`config.mk`:
```
export PLATFORM = sky130hd
export DESIGN_NAME = bpa_ctrl
export DESIGN_NICKNAME = d
export VERILOG_FILES = /design/src/rtl/bpa_pkg.sv /design/src/rtl/bpa_ctrl.sv
export SDC_FILE = /design/constraint.sdc
export NUM_CORES = 1
export LEC_CHECK = 0
export ABC_AREA = 1
export BUFFER_PORTS_ARGS = -buffer_cell sky130_fd_sc_hd__buf_2
export CAP_MARGIN = 20
export CELL_PAD_IN_SITES_DETAIL_PLACEMENT = 1
export CELL_PAD_IN_SITES_GLOBAL_PLACEMENT = 2
export CORE_MARGIN = 2
export CORE_UTILIZATION = 25
export DETAILED_ROUTE_END_ITERATION = 6
export PLACE_DENSITY = 0.81
export SYNTH_ARGS = -nofsm -noshare
export SYNTH_HDL_FRONTEND = slang
export SYNTH_SLANG_ARGS = --single-unit
```
`constraint.sdc`:
```
create_clock -name clk -period 2.85 [get_ports clk]
set_clock_uncertainty 0.1 [all_clocks]
set_input_delay 0.285 -clock clk [delete_from_list [all_inputs] [get_ports clk]]
set_output_delay 0.285 -clock clk [all_outputs]
set_load 0.02 [all_outputs]
```
`src/rtl/bpa_pkg.sv`:
```
`timescale 1ns / 1ps

package bpa_pkg;

  // Stored order field, with the marker for a page that starts no block
  localparam int ORD_W = 5;
  localparam logic [ORD_W-1:0] NO_ORDER = '1;

  // Result status codes
  localparam logic [2:0] ST_OK       = 3'd0;
  localparam logic [2:0] ST_ZERO     = 3'd1;
  localparam logic [2:0] ST_TOO_BIG  = 3'd2;
  localparam logic [2:0] ST_NO_BLOCK = 3'd3;
  localparam logic [2:0] ST_RANGE    = 3'd4;
  localparam logic [2:0] ST_NOT_USED = 3'd5;

  // Datapath operations issued by the controller
  typedef enum logic [4:0] {
    DP_NOP,
    DP_CLEAR,
    DP_LOAD,
    DP_ORD_STEP,
    DP_LVL_STEP,
    DP_TAKE,
    DP_UNLINK,
    DP_SET_J,
    DP_SPLIT_Q,
    DP_PUSH_A,
    DP_PUSH_B,
    DP_INFO_RD,
    DP_FREE_START,
    DP_BUDDY_RD,
    DP_LINK_RD,
    DP_MERGE_A,
    DP_MERGE_B,
    DP_SEL_SELF
  } dp_op_t;

  typedef struct packed {
    dp_op_t op;
  } dp_cmd_t;

  // Status flags returned by the datapath
  typedef struct packed {
    logic clr_done;
    logic ord_lt;
    logic ord_big;
    logic lvl_over;
    logic head_hit;
    logic split_more;
    logic q_ok;
    logic pg_bad;
    logic info_bad;
    logic i_top;
    logic merge;
  } dp_sts_t;

  // One entry of the page table
  typedef struct packed {
    logic             used;
    logic [ORD_W-1:0] ord;
  } page_info_t;

endpackage

```
`src/rtl/bpa_ctrl.sv`:
```
`timescale 1ns / 1ps

module bpa_ctrl
  import bpa_pkg::*;
(
  input  logic       clk,
  input  logic       rst_n,
  input  logic       in_valid,
  input  logic       in_action,
  input  logic       in_zero,
  output logic       in_ready,
  input  logic       out_ready,
  output logic       out_valid,
  output logic [2:0] out_status,
  output logic [8:0] out_index,
  output logic [3:0] out_order,
  output dp_cmd_t    cmd,
  input  dp_sts_t    sts,
  input  logic [8:0] res_index,
  input  logic [3:0] res_order
);

  typedef enum logic [4:0] {
    S_CLEAR, S_IDLE, S_ORD, S_LVL, S_TAKE, S_AUNL, S_J0, S_SPLIT, S_SPA, S_SPB,
    S_FRD, S_FCHK, S_FLOOP, S_FBCHK, S_FUNL, S_MA, S_MB, S_FPA, S_FPB, S_RESULT
  } state_t;

  state_t     state_r, state_nxt;
  logic [2:0] code_r, code_nxt;
  logic       alloc_r, alloc_nxt;
  logic       out_valid_r, out_valid_nxt;
  logic [2:0] out_status_r, out_status_nxt;
  logic [8:0] out_index_r, out_index_nxt;
  logic [3:0] out_order_r, out_order_nxt;

  assign in_ready   = state_r == S_IDLE;
  assign out_valid  = out_valid_r;
  assign out_status = out_status_r;
  assign out_index  = out_index_r;
  assign out_order  = out_order_r;

  // Sequence the datapath
  always_comb begin
    state_nxt      = state_r;
    code_nxt       = code_r;
    alloc_nxt      = alloc_r;
    cmd.op         = DP_NOP;
    out_valid_nxt  = out_valid_r && !out_ready;
    out_status_nxt = out_status_r;
    out_index_nxt  = out_index_r;
    out_order_nxt  = out_order_r;
    unique case (state_r)
      S_CLEAR: begin
        cmd.op = DP_CLEAR;
        if (sts.clr_done) state_nxt = S_IDLE;
      end
      S_IDLE: begin
        if (in_valid) begin
          cmd.op    = DP_LOAD;
          alloc_nxt = 1'b0;
          if (in_action) begin
            state_nxt = S_FRD;
          end else if (in_zero) begin
            code_nxt  = ST_ZERO;
            state_nxt = S_RESULT;
          end else begin
            state_nxt = S_ORD;
          end
        end
      end
      S_ORD: begin
        if (sts.ord_big) begin
          code_nxt  = ST_TOO_BIG;
          state_nxt = S_RESULT;
        end else begin
          cmd.op = DP_ORD_STEP;
          if (!sts.ord_lt) state_nxt = S_LVL;
        end
      end
      S_LVL: begin
        if (sts.lvl_over) begin
          code_nxt  = ST_NO_BLOCK;
          state_nxt = S_RESULT;
        end else begin
          cmd.op = DP_LVL_STEP;
          if (sts.head_hit) state_nxt = S_TAKE;
        end
      end
      S_TAKE: begin
        cmd.op    = DP_TAKE;
        state_nxt = S_AUNL;
      end
      S_AUNL: begin
        cmd.op    = DP_UNLINK;
        state_nxt = S_J0;
      end
      S_J0: begin
        cmd.op    = DP_SET_J;
        state_nxt = S_SPLIT;
      end
      S_SPLIT: begin
        if (sts.split_more) begin
          cmd.op = DP_SPLIT_Q;
          if (sts.q_ok) state_nxt = S_SPA;
        end else begin
          code_nxt  = ST_OK;
          alloc_nxt = 1'b1;
          state_nxt = S_RESULT;
        end
      end
      S_SPA: begin
        cmd.op    = DP_PUSH_A;
        state_nxt = S_SPB;
      end
      S_SPB: begin
        cmd.op    = DP_PUSH_B;
        state_nxt = S_SPLIT;
      end
      S_FRD: begin
        if (sts.pg_bad) begin
          code_nxt  = ST_RANGE;
          state_nxt = S_RESULT;
        end else begin
          cmd.op    = DP_INFO_RD;
          state_nxt = S_FCHK;
        end
      end
      S_FCHK: begin
        if (sts.info_bad) begin
          code_nxt  = ST_NOT_USED;
          state_nxt = S_RESULT;
        end else begin
          cmd.op    = DP_FREE_START;
          state_nxt = S_FLOOP;
        end
      end
      S_FLOOP: begin
        if (sts.i_top) begin
          cmd.op    = DP_SEL_SELF;
          state_nxt = S_FPA;
        end else begin
          cmd.op    = DP_BUDDY_RD;
          state_nxt = S_FBCHK;
        end
      end
      S_FBCHK: begin
        if (sts.merge) begin
          cmd.op    = DP_LINK_RD;
          state_nxt = S_FUNL;
        end else begin
          cmd.op    = DP_SEL_SELF;
          state_nxt = S_FPA;
        end
      end
      S_FUNL: begin
        cmd.op    = DP_UNLINK;
        state_nxt = S_MA;
      end
      S_MA: begin
        cmd.op    = DP_MERGE_A;
        state_nxt = S_MB;
      end
      S_MB: begin
        cmd.op    = DP_MERGE_B;
        state_nxt = S_FLOOP;
      end
      S_FPA: begin
        cmd.op    = DP_PUSH_A;
        state_nxt = S_FPB;
      end
      S_FPB: begin
        cmd.op    = DP_PUSH_B;
        code_nxt  = ST_OK;
        state_nxt = S_RESULT;
      end
      S_RESULT: begin
        // Hold the result until the output register frees up
        if (!out_valid_r || out_ready) begin
          out_valid_nxt  = 1'b1;
          out_status_nxt = code_r;
          out_index_nxt  = alloc_r ? res_index : 9'd0;
          out_order_nxt  = alloc_r ? res_order : 4'd0;
          state_nxt      = S_IDLE;
        end
      end
      default: state_nxt = S_IDLE;
    endcase
  end

  // State and registered outputs
  always_ff @(posedge clk) begin
    if (!rst_n) begin
      state_r     <= S_CLEAR;
      out_valid_r <= 1'b0;
      code_r      <= ST_OK;
      alloc_r     <= 1'b0;
    end else begin
      state_r     <= state_nxt;
      out_valid_r <= out_valid_nxt;
      code_r      <= code_nxt;
      alloc_r     <= alloc_nxt;
    end
    out_status_r <= out_status_nxt;
    out_index_r  <= out_index_nxt;
    out_order_r  <= out_order_nxt;
  end

endmodule

```
==> summary.md <==
| Metric | Value |
|---|---|
| Outcome | finished clean |
| RR Startpoint | state_r[4] |
| # Post-CTS Setup Buffers | 0 |
| Worst R2R Path Depth | 11 |
| DR vias | 1821 |
| Leakage | 1.23 nW |
| Final Critical Period | 2.40 ns |
| # fillers | between 800 and 900 |
| Max Fclk | 0.416 GHz |
| R2R Path End | state_r[0] |
| Post-synth top area cell | edfxtp_1 |
| Setup WS pre-CTS | 0.763 ns |
| Post-synthesis average cell area | just under 7 um^2 |
| Worst Setup Start Kind | flop |
| Gpl congestion | 0.873 |
| Final period util | 0.843 |
| Slew HR | 0.650 |
| Hold Path Sink | code_r[0] |
| Worst-path fanout max | 14 |
| Seq cells post-synth | 26 |
| Hold Fails Final Rpt | 0 |
| DP Wirelength | about 4600 um |
| Num rows | 30 |
| Max Root-Sink Buffers | 2 |
| Cell Area, Synth | 1740 um^2 |
| H-tree Lvls | 1 |
| WL/cell | 14.1 um |
| Number of port buffers | 52 |
| CTS tree | yes |
| TritonRoute pass-1 iters | 4 |
| Crit path kind | reg2out |
| Gate Count Post-Synth | roughly 260 |
| Final setup fails | 0 |
| # IOs | 53 |
| Vias per std cell | 4.63 |
| Ant. Diodes | 0 |
| Initial Util | 0.258 |
| HP Start | rst_n |
| Hold buffer count at cts | 0 |
| Most common library cells after synthesis | 77 x nand2_1, 41 x inv_1, 34 x nor2_1 |
| Most used DFF post-synth | edfxtp_1 |
| RSZ-0062 raised after global routing | false |
| Initial DRC count | 55 |
| Post-detailed-route count of antenna-violating nets | 0 |
| Final WL | 5530 um |
| Seq/Total Area, Yosys | 0.391 |
| Max-slew violation count | 0 |
| Worst-Skew Late Latency | 0.27 ns |
| CTS root buffer | clkbuf_8 |
| Area share of the largest cell type after synthesis | 0.276 |
| Worst Path Arrival | around 2.0 ns |
| Maximum vdd drop | between 0.3 and 0.4 mV |
| CP Data Required Time | 2.47 ns |
| CTS buffer count | 3 |
| Vias in the first global route | 1853 |
| Ys async rst share | 0 |
| Hold Crit Class | in2reg |
| Syn nets | between 200 and 300 |
| Seq. cell area | 681 um^2 |
| Worst setup margin | 0.446 ns |
| Die area | roughly 7700 um^2 |
| Total global routing overflow | 0 |
| Synthesis-to-layout area growth | 24.3% |
| Final Net Count | 344 |
| Netlist cell types | 22 |
| Initial antenna violation count | 0 |
| Most area-consuming cells after synthesis | edfxtp_1 28%, nand2_1 17%, dfxtp_1 11% |
| Most frequent cell after synthesis | nand2_1 |
| Largest net degree at the start of global routing | 17 |
| Internal reg-to-reg setup slack | between 0.7 and 0.8 ns |
| DIE WIDTH | 87.5 um |
| Multi-input logic area | 868 um^2 |
| Worst slew pin tran | 0.524 ns |
| Pwr/cell area | 769 nW/um^2 |
| First-pass GRT wire length | 8980 um |
| Die extent in y | around 87 um |
| Share of layout cells above drive strength 1 | 0.252 |
| Total GRT Usage | 0.151 |
| Setup TNS | 0 ns |
| Clock sinks | 26 |
| YS warnings | 0 |
| Crit end category | primary output |
| Post_cts resized | 0 |
| Clock transition at the registers of the reported paths | 0.09 ns |
| Maxcap violations | 0 |
| Core region area | 6760 um^2 |
| Final routed DRC violation total | 0 |
| Hold depth | 3 |
| EDFF count, synth | 16 |
==> stage by stage <==
step	cells	power (W)	instance area, um^2	utilization	hold WS (ns)
after floorplan	259	0.00111	1740	-	0.305
after global placement	389	0.00137	2090	0.310	0.314
after detailed placement	389	0.00137	2090	0.310	0.322
after CTS	393	0.00168	2160	0.320	0.150
after global routing	393	0.00180	2160	0.320	0.149
final	393	0.00167	2160	0.320	0.154
==> cells by family after synthesis <==
group,after synthesis,share of synthesized area
AO/OA/AOI/OAI,21,0.0618
AND/OR/NAND/NOR,162,0.437
buffers and inverters,50,0.111
flip-flops,26,0.391
==> layer usage <==
metal	GRT usage	wire length, um	part of all wire
met5	0	0	0
met4	0.0517	142	0.026
met3	0.0152	254	0.046
met2	0.251	2570	0.46
met1	0.202	2560	0.46
==> state kept, by name, indices dropped and copies added (netlist names) <==
name and count:
out_valid 1, state_r 5, alloc_r 1, out_index 9
out_status 3, out_order 4, code_r 3
==> how the worst max path moves through the flow <==
stage	startpoint	to
CTS	state_r[4]	cmd[1]
global route	state_r[4]	cmd[1]
finish	state_r[4]	cmd[1]
global placement	state_r[4]	cmd[1]
floorplan	state_r[2]	out_index[0]
detailed placement	state_r[4]	state_r[0]
==> cell type report <==
type	count	area share
Sequential cell	26	0.314
Timing Repair Buffer	53	0.124
Inverter	47	0.0815
Multi-Input combinational cell	183	0.401
Clock inverter	1	0.0139
Clock buffer	3	0.0191
Tap cell	80	0.0462
==> cells in the final DEF (no fill, tap or decap), drive strengths merged <==
cell type,netlist,layout
o21ai,8,8
nand2,80,80
o211ai,1,1
nor2,43,43
clkinv,1,1
bufinv,0,1
clkbuf,1,3
nand3b,3,3
inv,46,46
a21oi,12,12
nor3,2,2
nand3,27,27
nand4,7,7
edfxtp,16,16
dfxtp,10,10
buf,2,53
==> critical path, stage by stage (launching register included) <==
cell and delay [ns]:
dfxtp_1 0.61, inv_2 0.24, nand3_1 0.15, inv_1 0.12, nand2_1 0.12, nand2_1 0.07
a21oi_1 0.14, nand4_1 0.12, buf_2 0.17
==> report_power, final <==
group          leakage, nW  total, W  switching [W]  internal [W]
sequential           0.230  0.000498      0.0000598      0.000438
combinational        0.964  0.000863       0.000595      0.000268
clock               0.0357  0.000304       0.000116      0.000188
Note: power is estimated with default switching activity, not from simulation.
